$ cat src/sv/mlt_pkg.sv
package mlt_pkg;

	// Default table depth.
	localparam int SLOTS_DEF = 16;

	// Field widths fixed by the word format.
	localparam int OP_W      = 3;
	localparam int SLOT_W    = 4;
	localparam int CHAN_W    = 8;
	localparam int SPLIT_W   = 5;

	localparam logic [SPLIT_W-1:0] SPLIT_RESET  = 5'd8;
	localparam logic [CHAN_W-1:0]  CHAN_INVALID = 8'hFF;

	// Operation codes.
	localparam logic [OP_W-1:0] OP_FLUSH     = 3'd0;
	localparam logic [OP_W-1:0] OP_BIND      = 3'd1;
	localparam logic [OP_W-1:0] OP_ALLOC     = 3'd2;
	localparam logic [OP_W-1:0] OP_LOOK_USED = 3'd3;
	localparam logic [OP_W-1:0] OP_LOOK_ANY  = 3'd4;

	typedef struct packed {
		logic              port;
		logic [CHAN_W-1:0] channel;
		logic [SLOT_W-1:0] slot;
		logic [OP_W-1:0]   op;
	} mlt_req_t;

	typedef struct packed {
		logic [SLOT_W-1:0] slot_index;
		logic              found;
	} mlt_res_t;

endpackage

$ cat src/sv/mlt_engine.sv
module mlt_engine #(
	parameter int SLOTS = mlt_pkg::SLOTS_DEF
) (
	input  logic                            clk,
	input  logic                            arst_n,
	input  logic [mlt_pkg::SPLIT_W-1:0]     split,
	input  logic                            req_valid,
	output logic                            req_ready,
	input  mlt_pkg::mlt_req_t               req,
	output logic                            res_valid,
	input  logic                            res_ready,
	output mlt_pkg::mlt_res_t               res
);

	localparam int AW  = (SLOTS > 1) ? $clog2(SLOTS) : 1;
	localparam int CW  = $clog2(SLOTS + 1);
	localparam int WW  = (CW > mlt_pkg::SPLIT_W) ? CW : mlt_pkg::SPLIT_W;
	localparam int SW2 = (CW > mlt_pkg::SLOT_W) ? CW : mlt_pkg::SLOT_W;
	localparam int XW  = (AW > mlt_pkg::SLOT_W) ? AW : mlt_pkg::SLOT_W;
	localparam int EW  = 1 + mlt_pkg::CHAN_W;

	typedef enum logic [2:0] {
		ST_IDLE = 3'b001,
		ST_SCAN = 3'b010,
		ST_DONE = 3'b100
	} state_t;

	state_t state_q;

	// Table storage: in-use bit and channel per slot. A slot whose valid bit
	// is clear reads as free with an invalid channel.
	logic [EW-1:0]    mem [SLOTS];
	logic [SLOTS-1:0] valid_q;

	logic              is_alloc_q;
	logic              is_any_q;
	logic [mlt_pkg::CHAN_W-1:0] chan_q;
	logic              port_q;
	logic [CW-1:0]     addr_q;
	logic [CW-1:0]     hi_q;
	mlt_pkg::mlt_res_t res_q;

	logic              vld_s1;
	logic              last_s1;
	logic [AW-1:0]     idx_s1;
	logic              ent_vld_s1;
	logic [EW-1:0]     ent_s1;

	logic [WW-1:0]     split_w;
	logic [WW-1:0]     split_c;
	logic [SW2-1:0]    slot_w;
	logic              slot_ok;
	logic [AW-1:0]     wr_addr;
	logic              issue;
	logic              used_s1;
	logic [mlt_pkg::CHAN_W-1:0] chan_s1;
	logic              port_s1;
	logic              hit_s1;
	logic [XW-1:0]     idx_x;
	logic              accept;

	assign split_w = WW'(split);
	assign split_c = (split_w > WW'(SLOTS)) ? WW'(SLOTS) : split_w;
	assign slot_w  = SW2'(req.slot);
	assign slot_ok = slot_w < SW2'(SLOTS);
	assign wr_addr = slot_w[AW-1:0];
	assign accept  = req_valid && req_ready;
	assign issue   = (state_q == ST_SCAN) && (addr_q < hi_q);

	assign used_s1 = ent_vld_s1 && ent_s1[EW-1];
	assign chan_s1 = ent_vld_s1 ? ent_s1[mlt_pkg::CHAN_W-1:0] : mlt_pkg::CHAN_INVALID;
	assign port_s1 = WW'(idx_s1) >= split_c;
	assign hit_s1  = is_alloc_q ? !used_s1
		: ((is_any_q || used_s1) && (chan_s1 == chan_q) && (port_s1 == port_q));
	assign idx_x   = XW'(idx_s1);

	assign req_ready = (state_q == ST_IDLE);
	assign res_valid = (state_q == ST_DONE);
	assign res       = res_q;

	// Write port and registered read port.
	always_ff @(posedge clk) begin
		if (accept && req.op == mlt_pkg::OP_BIND && slot_ok) begin
			mem[wr_addr] <= {1'b1, req.channel};
		end
		if (issue) begin
			ent_s1 <= mem[addr_q[AW-1:0]];
		end
	end

	always_ff @(posedge clk or negedge arst_n) begin
		if (!arst_n) begin
			valid_q <= '0;
		end else if (accept && slot_ok) begin
			if (req.op == mlt_pkg::OP_BIND) begin
				valid_q[wr_addr] <= 1'b1;
			end else if (req.op == mlt_pkg::OP_FLUSH) begin
				valid_q[wr_addr] <= 1'b0;
			end
		end
	end

	always_ff @(posedge clk) begin
		if (issue) begin
			ent_vld_s1 <= valid_q[addr_q[AW-1:0]];
			idx_s1     <= addr_q[AW-1:0];
			last_s1    <= (addr_q + CW'(1)) == hi_q;
		end
	end

	always_ff @(posedge clk) begin
		if (accept) begin
			is_alloc_q <= (req.op == mlt_pkg::OP_ALLOC);
			is_any_q   <= (req.op == mlt_pkg::OP_LOOK_ANY);
			chan_q     <= req.channel;
			port_q     <= req.port;
		end
	end

	always_ff @(posedge clk or negedge arst_n) begin
		if (!arst_n) begin
			state_q <= ST_IDLE;
			vld_s1  <= 1'b0;
			addr_q  <= '0;
			hi_q    <= '0;
			res_q   <= '0;
		end else begin
			case (state_q)
				ST_IDLE: begin
					vld_s1 <= 1'b0;
					if (accept) begin
						case (req.op)
							mlt_pkg::OP_FLUSH, mlt_pkg::OP_BIND: begin
								res_q.found      <= slot_ok;
								res_q.slot_index <= slot_ok ? req.slot : '0;
								state_q          <= ST_DONE;
							end
							mlt_pkg::OP_ALLOC: begin
								if (req.port) begin
									addr_q <= CW'(split_c);
									hi_q   <= CW'(SLOTS);
								end else begin
									addr_q <= '0;
									hi_q   <= CW'(split_c);
								end
								// An empty range fails at once.
								if ((req.port && split_c == WW'(SLOTS)) ||
								    (!req.port && split_c == '0)) begin
									res_q   <= '0;
									state_q <= ST_DONE;
								end else begin
									state_q <= ST_SCAN;
								end
							end
							mlt_pkg::OP_LOOK_USED, mlt_pkg::OP_LOOK_ANY: begin
								addr_q  <= '0;
								hi_q    <= CW'(SLOTS);
								state_q <= ST_SCAN;
							end
							default: begin
								res_q   <= '0;
								state_q <= ST_DONE;
							end
						endcase
					end
				end
				ST_SCAN: begin
					if (vld_s1 && hit_s1) begin
						res_q.found      <= 1'b1;
						res_q.slot_index <= idx_x[mlt_pkg::SLOT_W-1:0];
						vld_s1           <= 1'b0;
						state_q          <= ST_DONE;
					end else if (vld_s1 && last_s1) begin
						res_q   <= '0;
						vld_s1  <= 1'b0;
						state_q <= ST_DONE;
					end else begin
						vld_s1 <= issue;
						if (issue) begin
							addr_q <= addr_q + CW'(1);
						end
					end
				end
				ST_DONE: begin
					vld_s1 <= 1'b0;
					if (res_ready) begin
						state_q <= ST_IDLE;
					end
				end
				default: begin
					state_q <= ST_IDLE;
					vld_s1  <= 1'b0;
				end
			endcase
		end
	end

	// The scan address never runs past the end of its range.
	a_addr_range: assert property (@(posedge clk) disable iff (!arst_n)
		state_q == ST_SCAN |-> addr_q <= hi_q)
		else $error("scan address beyond range end");

	// Read data is only examined after a read issued during a scan.
	a_s1_origin: assert property (@(posedge clk) disable iff (!arst_n)
		vld_s1 |-> $past(state_q == ST_SCAN))
		else $error("read stage valid outside a scan");

	// A scan never reports a slot outside the table.
	a_found_idx: assert property (@(posedge clk) disable iff (!arst_n)
		(state_q == ST_SCAN && vld_s1 && hit_s1) |-> WW'(idx_s1) < WW'(SLOTS))
		else $error("hit on slot beyond table");

	// The table is written only while idle.
	a_write_idle: assert property (@(posedge clk) disable iff (!arst_n)
		(valid_q != $past(valid_q)) |-> $past(state_q == ST_IDLE))
		else $error("table changed outside idle");

endmodule

$ cat src/sv/mux_link_table_top.sv
// Flush, bind and unknown operations: no table scan, straight to the result register.
// Allocate and lookup: one slot read per cycle from the table memory until a hit or the
// end of the range, then the result is registered; the block takes one item at a time.
// A new input word is taken while an earlier result still waits in the output register.
// Reset (arst_n low, asynchronous) frees every slot, marks all channels invalid and sets
// the split register to 8; no clearing pass is needed, per-slot valid bits do that.
module mux_link_table_top #(
	parameter int SLOTS = mlt_pkg::SLOTS_DEF
) (
	input  logic        clk,
	input  logic        arst_n,
	// Configuration: split point between the two serial ports.
	input  logic        cfg_valid,
	output logic        cfg_ready,
	input  logic [4:0]  cfg_data,
	// Input words.
	input  logic        s_axis_tvalid,
	output logic        s_axis_tready,
	input  logic [15:0] s_axis_tdata,  // op[2:0], slot[6:3], channel[14:7], port[15]
	// Result words.
	output logic        m_axis_tvalid,
	input  logic        m_axis_tready,
	output logic [7:0]  m_axis_tdata   // found[0], slot_index[4:1], zero[7:5]
);

	logic [mlt_pkg::SPLIT_W-1:0] split_q;
	mlt_pkg::mlt_req_t           req;
	mlt_pkg::mlt_res_t           res;
	logic                        res_valid;
	logic                        res_ready;
	logic                        out_vld_q;
	mlt_pkg::mlt_res_t           out_res_q;

	// The split register is always writable; the user writes it only while idle.
	assign cfg_ready = 1'b1;

	always_ff @(posedge clk or negedge arst_n) begin
		if (!arst_n) begin
			split_q <= mlt_pkg::SPLIT_RESET;
		end else if (cfg_valid && cfg_ready) begin
			split_q <= cfg_data;
		end
	end

	// Unpack the input word.
	assign req.op      = s_axis_tdata[2:0];
	assign req.slot    = s_axis_tdata[6:3];
	assign req.channel = s_axis_tdata[14:7];
	assign req.port    = s_axis_tdata[15];

	mlt_engine #(
		.SLOTS(SLOTS)
	) u_engine (
		.clk      (clk),
		.arst_n   (arst_n),
		.split    (split_q),
		.req_valid(s_axis_tvalid),
		.req_ready(s_axis_tready),
		.req      (req),
		.res_valid(res_valid),
		.res_ready(res_ready),
		.res      (res)
	);

	// Output register: it holds a finished result so the engine can move on.
	assign res_ready = !out_vld_q || m_axis_tready;

	always_ff @(posedge clk or negedge arst_n) begin
		if (!arst_n) begin
			out_vld_q <= 1'b0;
		end else if (res_valid && res_ready) begin
			out_vld_q <= 1'b1;
		end else if (m_axis_tready) begin
			out_vld_q <= 1'b0;
		end
	end

	always_ff @(posedge clk) begin
		if (res_valid && res_ready) begin
			out_res_q <= res;
		end
	end

	assign m_axis_tvalid = out_vld_q;
	assign m_axis_tdata  = {3'b000, out_res_q.slot_index, out_res_q.found};

endmodule

$ cat config.mk
export PLATFORM = sky130hd
export DESIGN_NAME = mux_link_table_top
export DESIGN_NICKNAME = d
export VERILOG_FILES = /design/src/sv/mlt_pkg.sv /design/src/sv/mlt_engine.sv /design/src/sv/mux_link_table_top.sv
export SDC_FILE = /design/constraint.sdc
export NUM_CORES = 1
export LEC_CHECK = 0
export ABC_AREA = 1
export BUFFER_PORTS_ARGS = -buffer_cell sky130_fd_sc_hd__buf_4
export CORE_MARGIN = 2
export CORE_UTILIZATION = 30
export CTS_CLUSTER_DIAMETER = 30
export CTS_CLUSTER_SIZE = 25
export DETAILED_ROUTE_END_ITERATION = 16
export GPL_ROUTABILITY_DRIVEN = 0
export GPL_TIMING_DRIVEN = 0
export HOLD_SLACK_MARGIN = 0.1
export PLACE_DENSITY = 0.42
export SYNTH_ARGS = -nofsm -noshare
export SYNTH_HDL_FRONTEND = slang
export SYNTH_SLANG_ARGS = --single-unit
$ cat constraint.sdc
create_clock -name clk -period 3.5 [get_ports clk]
set_clock_uncertainty 0.15 [all_clocks]
set_input_delay 0.7 -clock clk [delete_from_list [all_inputs] [get_ports clk]]
set_output_delay 0.7 -clock clk [all_outputs]
set_load 0.02 [all_outputs]
==> flow_metrics.env <==
export IMPL_final_util_pct=35.46
export IMPL_synth_edf_count=158
export IMPL_critPathLaunchType="register"
export IMPL_area_growth_pct=16.01
export IMPL_final_hold_violation_count=0
export IMPL_placed_cells=1221
export IMPL_end_kind="register"
export IMPL_power_leakage_nw=3.760
export IMPL_dr_pass1_iters=5
export IMPL_maxCapViolations=0
export IMPL_die_w_um=175.2
export IMPL_ctsHtreeMaxLevel=4
export IMPL_synthFlopType="edfxtp_1"
export IMPL_post_route_drc_count=0
export IMPL_detailed_place_hpwl_mm=17.62
export IMPL_crit_chain="inv_1, nor3_4, inv_2, nor2_4, nand2_2, buf_1, nor2_1"
export IMPL_cts_root_buffer="clkbuf_16"
export IMPL_final_common_cell="edfxtp_1"
export IMPL_grt_max_degree=42
export IMPL_rows=62
export IMPL_grt_pass1_vias=6048
export IMPL_port_buffers=31
export IMPL_grt_ovfl_total=0
export IMPL_worst_slack_ns=0.2132
export IMPL_clockBufferDepth=2
export IMPL_cts_tree="done"
export IMPL_setup_viol=0
export IMPL_synth_top_cells_by_area="edfxtp_1 54%, dfrtp_1 11%, nor2_1 5.1%"
export IMPL_wl_per_cell_um=20.61
export IMPL_synthesis_instances=804
export IMPL_async_flop_share_pct=20.60
export IMPL_synth_largest_area_cell="edfxtp_1"
export IMPL_cts_buffers=17
export IMPL_synth_top_area_share_pct=53.93
export IMPL_finalMaxSlewViolations=0
export IMPL_max_slew_worst_pin_slew_ns=0.9969
export IMPL_rsz0062_at_grt="true"
export IMPL_final_min_clock_period_ns=3.287
export IMPL_fin_area_mm2=0.01021
export IMPL_netlist_area_mm2=0.008797
export IMPL_yosysSeqAreaShare_pct=65.62
export IMPL_grt_use_total_pct=17.41
export IMPL_r2r_cells=7
export IMPL_grt_pass1_wl_mm=38.88
export IMPL_clock_sinks=199
export IMPL_synth_seq_cells=199
export IMPL_drive_gt1_share_pct=12.54
export IMPL_path_max_fanout=15
export IMPL_reg2reg_slack_ns=0.21
export IMPL_slew_headroom_pct=33.29
export IMPL_final_cell_mix="158 x edfxtp_1, 117 x nor2_1, 113 x nand2_1"
export IMPL_vdd_drop_max_v=0.0002970
export IMPL_grt_antenna_before_repair=0
export IMPL_dieArea_mm2=0.03071
export IMPL_coreArea_mm2=0.02878
export IMPL_fin_cells=1254
export IMPL_min_period_over_period_pct=93.91
export IMPL_ant_nets=0
export IMPL_slowest_delay_ns=0.80
export IMPL_pwr_density_cell_mw_per_mm2=701.7
export IMPL_whs_ns=0.1133
export IMPL_ioPinCount=37
export IMPL_reg2reg_from="u_engine.state_q[0]$_DFFE_PN1P_"
export IMPL_path_class="reg -> reg"
export IMPL_post_cts_buffers=0
export IMPL_synth_cell_types=45
export IMPL_finalNetCount=892
export IMPL_fin_total_pwr_mw=7.162
export IMPL_yosysWarnings=0
export IMPL_rr_endpoint="u_engine.mem[8][3]$_DFFE_PP_"
export IMPL_clkLatencyLatePin_ns=0.45
export IMPL_cts_clk_slew_worst_paths_ns=0.08
export IMPL_fillers=2904
export IMPL_die_h_um=175.2
export IMPL_num_vias=6122
export IMPL_initialDrtViolationCount=502
export IMPL_hold_path_class="in -> async"
export IMPL_cp_arrival_ns=3.20
export IMPL_crit_required_ns=3.41
export IMPL_postPlaceCellArea_mm2=0.009538
export IMPL_vias_per_cell=4.882
export IMPL_fmax_mhz=304.3
export IMPL_cpMaxStageDelayCell="nor2_1"
export IMPL_syn_avg_cell_area_um2=10.94
export IMPL_tns_ns=0
export IMPL_status="complete, no violations"
export IMPL_drt_total_wl_mm=25.84
export IMPL_pre_cts_ws_ns=-0.1374
export IMPL_initial_core_util_pct=30.57
## what timing repair did
| action | in CTS | in global routing |
|---|---|---|
| gates resized for setup | 1 | 3 |
| pin swaps | 0 | 0 |
| hold buffers | 0 | 0 |
| endpoints found under the setup margin | 14 | 14 |
## routing by layer
layer  up-vias  track usage, %  wire length [µm]
met5         -               0                 0
met4         0           4.444               293
met3        18           3.155              1281
met2       147           27.69             12060
met1      3048           24.56             12210
li1       2909               -                 -
## where the power goes
group          switching (mW)  leakage (nW)  internal (mW)
sequential              0.127          1.97           2.81
combinational            1.48          1.48          0.576
clock                    1.09         0.315           1.08
## synthesized netlist by cell type, types with 3 or more instances
cell,n
xor2_1,5
o221ai_1,26
a21oi_1,6
nand3_1,25
o21ai_1,14
inv_2,4
buf_2,3
nand2_1,113
nor3_1,8
nand3_2,6
o22ai_1,18
nand4_1,9
o211ai_1,10
inv_1,78
ha_1,10
buf_4,4
nor2_1,120
dfrtp_1,39
edfxtp_1,158
o21ai_0,87
clkbuf_1,27
nand2_4,4
nand2_2,3
## logic make-up after synthesis
group	Yosys count	share of synthesized area, %
other	2	0.08537
buffers and inverters	122	5.746
AO/OA/AOI/OAI	167	11.35
XOR/XNOR	7	0.7823
flip-flops	199	65.62
adder cells (fa/ha/maj)	10	1.422
AND/OR/NAND/NOR	297	14.99
## registers in the layout, indices dropped and copies added, names as in the netlist, 3 cells and up, named ones only
signal and cells:
u_engine.mem 128, u_engine.chan_q 8, u_engine.ent_s1 8, m_axis_tdata 5
split_q 5, u_engine.addr_q 5, u_engine.hi_q 5, u_engine.res 5
u_engine.idx_s1 4, u_engine.state_q 3
## worst max path at each step
stage                                                from  slack [ns]                            end
after floorplan           u_engine.state_q[0]$_DFFE_PN1P_        0.71   u_engine.mem[0][0]$_DFFE_PP_
after global placement    u_engine.state_q[0]$_DFFE_PN1P_       -0.36   u_engine.mem[2][1]$_DFFE_PP_
after detailed placement   u_engine.addr_q[0]$_DFFE_PN0P_       -0.14   u_engine.ent_s1[5]$_DFFE_PP_
after CTS                 u_engine.state_q[0]$_DFFE_PN1P_        0.06  u_engine.mem[12][6]$_DFFE_PP_
after global routing      u_engine.state_q[0]$_DFFE_PN1P_      -0.006   u_engine.mem[2][4]$_DFFE_PP_
final                     u_engine.state_q[0]$_DFFE_PN1P_        0.21   u_engine.mem[8][3]$_DFFE_PP_
## layout make-up
| cell class | count | area [µm²] | share of cell area (%) |
|---|---|---|---|
| clock inverters | 15 | 227.7 | 2.231 |
| flip-flops and latches | 199 | 5773 | 56.57 |
| multi-input cells | 485 | 2559 | 25.07 |
| diodes | 1 | 2.502 | 0.02452 |
| plain buffers | 38 | 185.2 | 1.814 |
| repair buffers | 31 | 232.7 | 2.280 |
| inverters | 84 | 320.3 | 3.138 |
| well taps | 384 | 480.5 | 4.708 |
| clock buffers | 17 | 425.4 | 4.168 |
## critical path, delay by kind of cell (launching register included)
family | cells | cell delay, ns
buffers and inverters | 3 | 0.44
DFF | 1 | 0.53
and+or+nand+nor | 4 | 1.77
Power figures use the tool's default switching activity.
